==> config.mk <==
export PLATFORM = sky130hd
export DESIGN_NAME = swr_arith
export DESIGN_NICKNAME = d
export VERILOG_FILES = /design/src/rtl/swr_pkg.sv /design/src/rtl/swr_arith.sv
export SDC_FILE = /design/constraint.sdc
export NUM_CORES = 1
export LEC_CHECK = 0
export BUFFER_PORTS_ARGS = -buffer_cell sky130_fd_sc_hd__buf_2
export CAP_MARGIN = 10
export CORE_MARGIN = 2
export CORE_UTILIZATION = 53
export DETAILED_ROUTE_END_ITERATION = 10
export GPL_ROUTABILITY_DRIVEN = 0
export GPL_TIMING_DRIVEN = 0
export PLACE_DENSITY = 0.76
export SYNTH_ARGS = -nofsm -noshare
export SYNTH_HDL_FRONTEND = slang
export SYNTH_SLANG_ARGS = --single-unit
==> constraint.sdc <==
create_clock -name clock -period 3.8 [get_ports clock]
set_input_delay 0.57 -clock clock [delete_from_list [all_inputs] [get_ports clock]]
set_output_delay 0.57 -clock clock [all_outputs]
set_load 0.1 [all_outputs]
==> src/rtl/swr_pkg.sv <==
// Package for the sliding-window RMS block: widths, limits and the control
// structs passed between the sequencer and the divide/root unit.
// No dependencies.
package swr_pkg;

   localparam int WINDOW_MAX  = 256;
   localparam int SAMPLE_BITS = 16;
   localparam int WIN_BITS    = 9;
   localparam int RMS_BITS    = 16;

   localparam int ADDR_BITS = $clog2(WINDOW_MAX);
   localparam int LEN_BITS  = $clog2(WINDOW_MAX + 1);
   localparam int SQ_BITS   = 2 * SAMPLE_BITS - 1;
   localparam int SUM_BITS  = SQ_BITS + ADDR_BITS;
   localparam int ROOT_BITS = (SUM_BITS + 1) / 2;
   localparam int RAD_BITS  = 2 * ROOT_BITS;
   localparam int REM_BITS  = ROOT_BITS + 3;
   localparam int CNT_BITS  = $clog2(SUM_BITS + 1);

   localparam logic [WIN_BITS-1:0] WINDOW_RESET = WIN_BITS'(256);

   typedef struct packed {
      logic                start;
      logic [LEN_BITS-1:0] divisor;
   } arith_cmd_type;

   typedef struct packed {
      logic                 done;
      logic [ROOT_BITS-1:0] root;
   } arith_stat_type;

endpackage

==> src/rtl/swr_arith.sv <==
// Iterative divide-then-square-root unit built around one shared
// compare/subtract: restoring divide one bit per cycle, then root one bit per cycle.
// Depends on swr_pkg.
module swr_arith (
   input  logic                         clock,
   input  logic                         reset,
   input  swr_pkg::arith_cmd_type        cmd,
   input  logic [swr_pkg::SUM_BITS-1:0] dividend,
   output swr_pkg::arith_stat_type       stat
);
   import swr_pkg::*;

   typedef enum logic [1:0] {A_IDLE, A_DIV, A_SQRT, A_DONE} state_type;

   state_type            state_ff, state_in;
   logic [CNT_BITS-1:0]  cnt_ff, cnt_in;
   logic [RAD_BITS-1:0]  work_ff, work_in;
   logic [REM_BITS-1:0]  rem_ff, rem_in;
   logic [ROOT_BITS-1:0] root_ff, root_in;
   logic [LEN_BITS-1:0]  divisor_ff, divisor_in;

   logic [REM_BITS-1:0]  opa, opb;
   logic [REM_BITS:0]    diff;
   logic                 ge;

   // shared compare/subtract
   always_comb begin
      if (state_ff == A_SQRT) begin
         opa = {rem_ff[REM_BITS-3:0], work_ff[RAD_BITS-1 -: 2]};
         opb = REM_BITS'({root_ff, 2'b01});
      end else begin
         opa = REM_BITS'({rem_ff[LEN_BITS-1:0], work_ff[SUM_BITS-1]});
         opb = REM_BITS'(divisor_ff);
      end
      diff = {1'b0, opa} - {1'b0, opb};
      ge   = ~diff[REM_BITS];
   end

   always_comb begin
      state_in   = state_ff;
      cnt_in     = cnt_ff;
      work_in    = work_ff;
      rem_in     = rem_ff;
      root_in    = root_ff;
      divisor_in = divisor_ff;
      unique case (state_ff)
         A_IDLE: begin
            if (cmd.start) begin
               work_in    = RAD_BITS'(dividend);
               divisor_in = cmd.divisor;
               rem_in     = '0;
               cnt_in     = CNT_BITS'(SUM_BITS - 1);
               state_in   = A_DIV;
            end
         end
         A_DIV: begin
            rem_in  = ge ? diff[REM_BITS-1:0] : opa;
            work_in = {{(RAD_BITS - SUM_BITS){1'b0}}, work_ff[SUM_BITS-2:0], ge};
            cnt_in  = cnt_ff - 1'b1;
            if (cnt_ff == '0) begin
               rem_in   = '0;
               root_in  = '0;
               cnt_in   = CNT_BITS'(ROOT_BITS - 1);
               state_in = A_SQRT;
            end
         end
         A_SQRT: begin
            rem_in  = ge ? diff[REM_BITS-1:0] : opa;
            work_in = {work_ff[RAD_BITS-3:0], 2'b00};
            root_in = {root_ff[ROOT_BITS-2:0], ge};
            cnt_in  = cnt_ff - 1'b1;
            if (cnt_ff == '0) begin
               state_in = A_DONE;
            end
         end
         A_DONE: begin
            state_in = A_IDLE;
         end
         default: begin
            state_in = A_IDLE;
         end
      endcase
   end

   always_ff @(posedge clock) begin
      if (reset) begin
         state_ff <= A_IDLE;
      end else begin
         state_ff <= state_in;
      end
      cnt_ff     <= cnt_in;
      work_ff    <= work_in;
      rem_ff     <= rem_in;
      root_ff    <= root_in;
      divisor_ff <= divisor_in;
   end

   assign stat.done = (state_ff == A_DONE);
   assign stat.root = root_ff;

endmodule

# Word level (Yosys, flattened, before mapping)

Cells that the tools add are included.
W data, S select, Z words.

Bitwise gates (word level): 1
$add $sub $neg: 2
Reductions and logical operators: 8
Muxes and demuxes: 17
Equality and inequality tests: 6

Operators by type and width:

| cell                  | count |
|---|---|
| $pmux W40 S3          | 1 |
| $mux W21              | 3 |
| $pmux W21 S3          | 1 |
| $mux W40              | 1 |
| $pmux W20 S2          | 1 |
| $sub A23 B22 Y24      | 1 |
| $mux W23              | 1 |
| $mux W22              | 1 |
| $mux W20              | 1 |
| $pmux W6 S3           | 1 |
| $mux W6               | 2 |
| $pmux W2 S4           | 1 |
| $logic_not A6 Y1      | 1 |
| $mux W2               | 3 |
| $reduce_and A2 Y1     | 3 |
| $sub A6 B1 Y6 const B | 1 |
| $eq A2 B2 Y1 const B  | 2 |
| $ne A2 B2 Y1 const B  | 2 |
| $reduce_and A3 Y1     | 1 |
| $reduce_bool A3 Y1    | 1 |
| $eq A2 B1 Y1 const B  | 1 |
| $logic_not A2 Y1      | 1 |
| $ne A2 B1 Y1 const B  | 1 |
| $reduce_bool A2 Y1    | 1 |
| $not A1 Y1            | 1 |

Output and inout port bits: 21
Input bits: 51
Register bits after elaboration: 98
Logic and storage cells: 40

# Longest topological paths before layout

Depth after elaboration: 6
Depth in mapped cells: 17
Mapped depth without buffers: 13

# Worst setup path after synthesis

OpenSTA, ideal clock, no wires.

Path kind: reg-to-reg
Start point: register state_ff[0]
End point: register cnt_ff[0] (enable)
Setup time: 493 ps
Path slack: -315 ps
Stages on the path, launching flop included: 5
Arrival time: 3622 ps
Required time: 3307 ps
Path buffers: 0
Clock period less this slack: 4115 ps
Path through: dfxtp_1 -> inv_1 -> ha_1 -> nor2b_1 -> nor2_1

Cells in the longest elaborated chain, start to end: 3
Elaborated cells between the ends (all ways): 6
Those cells by class: 3 x eq/ne; 3 x reduce/logical

RTL lines:

| what                                                                       | line            | text |
|---|---|---|
| from (decl)                                                                | swr_arith.sv:15 | `state_type state_ff, state_in;` |
| from (signal assigned)                                                     | swr_arith.sv:89 | `state_ff <= state_in;` |
| $eq A2 B2 Y1, or another cell as far along                                 | swr_arith.sv:46 | `unique case (state_ff)` |
| $reduce_bool A3 Y1 (no source line) / $ne A2 B2 Y1 (equally long branches) | n/a             |  |
| $reduce_and A2 Y1 (no source line) *                                       | n/a             |  |
| to (signal assigned)                                                       | swr_arith.sv:91 | `cnt_ff <= cnt_in;` |
| to (decl)                                                                  | swr_arith.sv:16 | `logic [CNT_BITS-1:0] cnt_ff, cnt_in;` |

Every way passes the cells marked *; elsewhere a longest branch is shown, timed or not.
A chain may end at the register's enable or synchronous reset.

# Worst setup path in the final report

Start point: register state_ff[0]
End point: register rem_ff[12], data pin

Cells in the longest elaborated chain, start to end: 6
Elaborated cells between the ends (all ways): 9
Those cells by class: 1 x add/sub; 2 x eq/ne; 5 x mux; 1 x reduce/logical

RTL lines:

| what                                        | line                             | text |
|---|---|---|
| $eq A2 B2 Y1                                | swr_arith.sv:28, swr_arith.sv:46 |  |
| $mux W23 / $mux W22 (equally long branches) | swr_arith.sv:28                  | `if (state_ff == A_SQRT) begin` |
| $sub A23 B22 Y24                            | swr_arith.sv:35                  | `diff = {1'b0, opa} - {1'b0, opb};` |
| $mux W21                                    | swr_arith.sv:57, swr_arith.sv:68 |  |
| $mux W21                                    | swr_arith.sv:60                  | `if (cnt_ff == '0) begin` |
| $pmux W21 S3 *                              | swr_arith.sv:46                  |  |
| net rem_in[12]                              | swr_arith.sv:18                  | `logic [REM_BITS-1:0] rem_ff, rem_in;` |
| to (signal assigned)                        | swr_arith.sv:93                  | `rem_ff <= rem_in;` |
| to (decl)                                   | swr_arith.sv:18                  |  |

Mark *: on every way through the listed nets, which the timed path passes. The rest lies on a longest branch.

==> impl_metrics.csv <==
group,metric,value,unit
outcome,outcome,"complete, no violations",
timing,period_needed,3.64,ns
routing,drc,0,
global_routing,gr-usage-all-layers,0.244,
clock_tree,clock-sinks,98,
place,io_buffer_count,71,
timing,rsz0062_at_grt,"false",
run,cap_violations,0,
critical_path,crit_type,"reg2reg",
timing,relSlewSlack,0.464,
place,pre_cts_ws,-0.917,ns
synthesis,yosysUniqueCellTypes,53,
floorplanning,start_util,0.545,
timing,slew_violations,0,
routing,drt-initial-drc-count,494,
clock_tree,cts_root_buf,"clkbuf_8",
layout,diodes,0,
critical_path,reg2reg_depth,15,
timing,hold_viol,0,
synthesis,synth_area,5930,um2
synthesis,ys.flop_type,"edfxtp_1",
timing,setup_violations,0,
global_routing,grt_pass1_vias,4655,
layout,fin_nets,748,
synthesis,synth_fp_nets,663,
routing,wl_per_cell,17.6,um
critical_path,cp_slowest_stage_delay,0.43,ns
global_routing,grt-ovfl-total,0,
synthesis,synth-async-reset-ratio,0,
synthesis,ys_seq_area_frac,0.493,
floorplanning,fp-row-count,38,
clock_tree,cts_max_level,3,
timing,fin_ws,0.162,ns
floorplanning,ios,72,
critical_path,crit_chain,"inv_2 > ha_2 > buf_6 > clkbuf_8 > clkbuf_8 > or2_2 > ha_1 > fa_1 > nor2b_1 > a21oi_1 > nor2_4 > a211oi_1 > a211oi_1 > xnor2_1 > o22ai_1",
place,hpwl,10200,um
critical_path,critPathArrivalTime,3.77,ns
floorplanning,die_w,110,um
synthesis,syn_inst,581,
critical_path,crit_slowest_cell,"dfxtp_1",
synthesis,ys_warn_count,0,
hold_path,min_path_type,"in2reg",
synthesis,avgSynthCellArea,10.2,um2
routing,via_per_inst,5.93,
floorplanning,fp.dieH,110,um
clock_tree,clock_path_buffers,2,
floorplanning,core_area,10900,um2
floorplanning,die-area,12100,um2
global_routing,grt_pass1_wl,22600,um
clock_tree,clkTransAtPathRegs,0.10,ns
timing,tightest_slew,0.787,ns
layout,area_growth,14.6,%
synthesis,synth_edf_count,96,
timing,finalClockSkew,0.0142,ns
routing,ant_nets,0,
hold_path,min_path_cells,2,
global_routing,grt_max_degree,30,
routing,wl,14200,um
clock_tree,cts_tree,"done",
clock_tree,clk_latency,0.38,ns
routing,via_count,4806,
critical_path,start_kind,"flip-flop",
timing,fin_crit_sh,0.957,
critical_path,crit_path_max_fanout,10,
critical_path,required,3.93,ns
synthesis,ys_ff_latch,98,
layout,drive_gt1_frac,0.188,
global_routing,antenna_found_initial,0,
routing,dr.pass1.iters,5,
clock_tree,numCtsBuffers,9,
critical_path,end_kind,"flip-flop",
timing,clock.fmax,275,MHz
[timing repair]
item                       4_1_cts  5_1_grt
cloned                           0        0
buffers inserted                 2        0
pin swaps                        2        1
hold buffers                     0        0
resized for setup               17       14
setup endpoints to repair       23       23
[per-stage QoR]
step	util	setup TNS, ns	instance area [um2]	hold WS [ns]	instances
after floorplan	-	0	5940	0.520	581
after global placement	0.594	-17.33	6470	0.542	792
after detailed placement	0.599	-18.82	6530	0.558	794
after CTS	0.622	0	6770	0.347	811
after global routing	0.625	0	6800	0.350	811
final	0.625	0	6800	0.360	811
[worst max-delay path: cells and delay by family, from the launching register on]
family                   cells  cell delay, ns
adder cells (fa/ha/maj)      3            0.87
buffers and inverters        4            0.59
AO/OA/AOI/OAI                4            0.64
AND/OR/NAND/NOR              3            0.68
XOR/XNOR                     1            0.18
flip-flops                   1            0.43
[cells in the mapped netlist, types with 2 or more instances]
library cell  count  share of area
a211o_1           2         0.0030
a211oi_1          8          0.010
a21o_1           12          0.015
a21oi_1          68          0.057
a221o_1           2         0.0034
a22oi_1          38          0.048
and2_1           37          0.039
and3_1            5         0.0053
and4_1            2         0.0030
buf_2             2         0.0017
clkbuf_1         29          0.018
dfxtp_1           2         0.0067
edfxtp_1         96           0.49
ha_1             30          0.063
inv_1            27          0.017
mux2_2            7          0.013
mux2i_1           8          0.013
nand2_1          27          0.017
nand2b_1          2         0.0021
nand3_1          17          0.014
nor2_1           61          0.039
nor2b_1           7         0.0074
nor3_1            6         0.0051
nor3b_1           3         0.0038
nor4_1            2         0.0021
o21a_1            3         0.0038
o21ai_0          19          0.016
o21ai_1           2         0.0017
o22ai_1           6         0.0063
o31ai_1           3         0.0038
or2_2             3         0.0032
or3_1             2         0.0021
xnor2_1          19          0.028
xor2_1            5         0.0074
[cell usage in the layout (no fill, tap or decap), drive strengths merged, types with 5 or more instances in the layout]
| cell | netlist | final |
|---|---|---|
| nand2 | 27 | 27 |
| xnor2 | 19 | 19 |
| nor2b | 7 | 7 |
| edfxtp | 96 | 96 |
| ha | 30 | 30 |
| mux2i | 10 | 10 |
| a21o | 12 | 12 |
| buf | 4 | 81 |
| o22ai | 6 | 6 |
| clkbuf | 29 | 36 |
| a211oi | 9 | 9 |
| nor3 | 6 | 6 |
| o21ai | 21 | 21 |
| and2 | 37 | 37 |
| nor2 | 62 | 62 |
| and3 | 5 | 5 |
| xor2 | 5 | 5 |
| mux2 | 7 | 7 |
| nand3 | 17 | 17 |
| inv | 27 | 29 |
| a21oi | 69 | 69 |
| a22oi | 38 | 38 |
[final timing paths]
path                from          end  slack, ns
max          state_ff[0]   rem_ff[12]       0.16
min                reset  state_ff[1]       0.36
max reg2reg  state_ff[0]   rem_ff[12]       0.16
min reg2reg   root_ff[7]   root_ff[8]       0.57
[flip-flops by register name, summed over array words and instances (netlist names)]
| register | count |
|---|---|
| rem_ff | 21 |
| divisor_ff | 9 |
| state_ff | 2 |
| work_ff | 40 |
| cnt_ff | 6 |
| root_ff | 20 |
[cell families (layout without fill, tap and decap cells)]
kind of cell | count (synthesis) | after routing | share of synthesized area
adder cells (fa/ha/maj) | 31 | 31 | 0.0666
flip-flops | 98 | 98 | 0.493
AO/OA/AOI/OAI | 175 | 175 | 0.187
buffers and inverters | 60 | 150 | 0.0403
XOR/XNOR | 24 | 24 | 0.0354
multiplexers | 17 | 17 | 0.0329
AND/OR/NAND/NOR | 176 | 176 | 0.145
[final cells by class]
class | count | area [um2]
buffer | 32 | 176
clock buffer | 10 | 128
clock inverter | 6 | 50.0
fill | 898 | 4090
inverter | 27 | 101
multi-input combinational | 423 | 2840
sequential | 98 | 2920
tap | 140 | 175
timing repair buffer | 75 | 410
[layer usage]
layer,GRT usage,wire [um],vias up,share of wire
met5,0,0,-,0
met4,0.0814,250,0,0.018
met3,0.0551,1020,23,0.072
met2,0.378,6670,190,0.47
met1,0.340,6300,2291,0.44
li1,-,-,2302,-
Power is left out: the tool's default activity adds up to more than one toggle a clock period on the data nets, which glitch-free logic cannot reach.
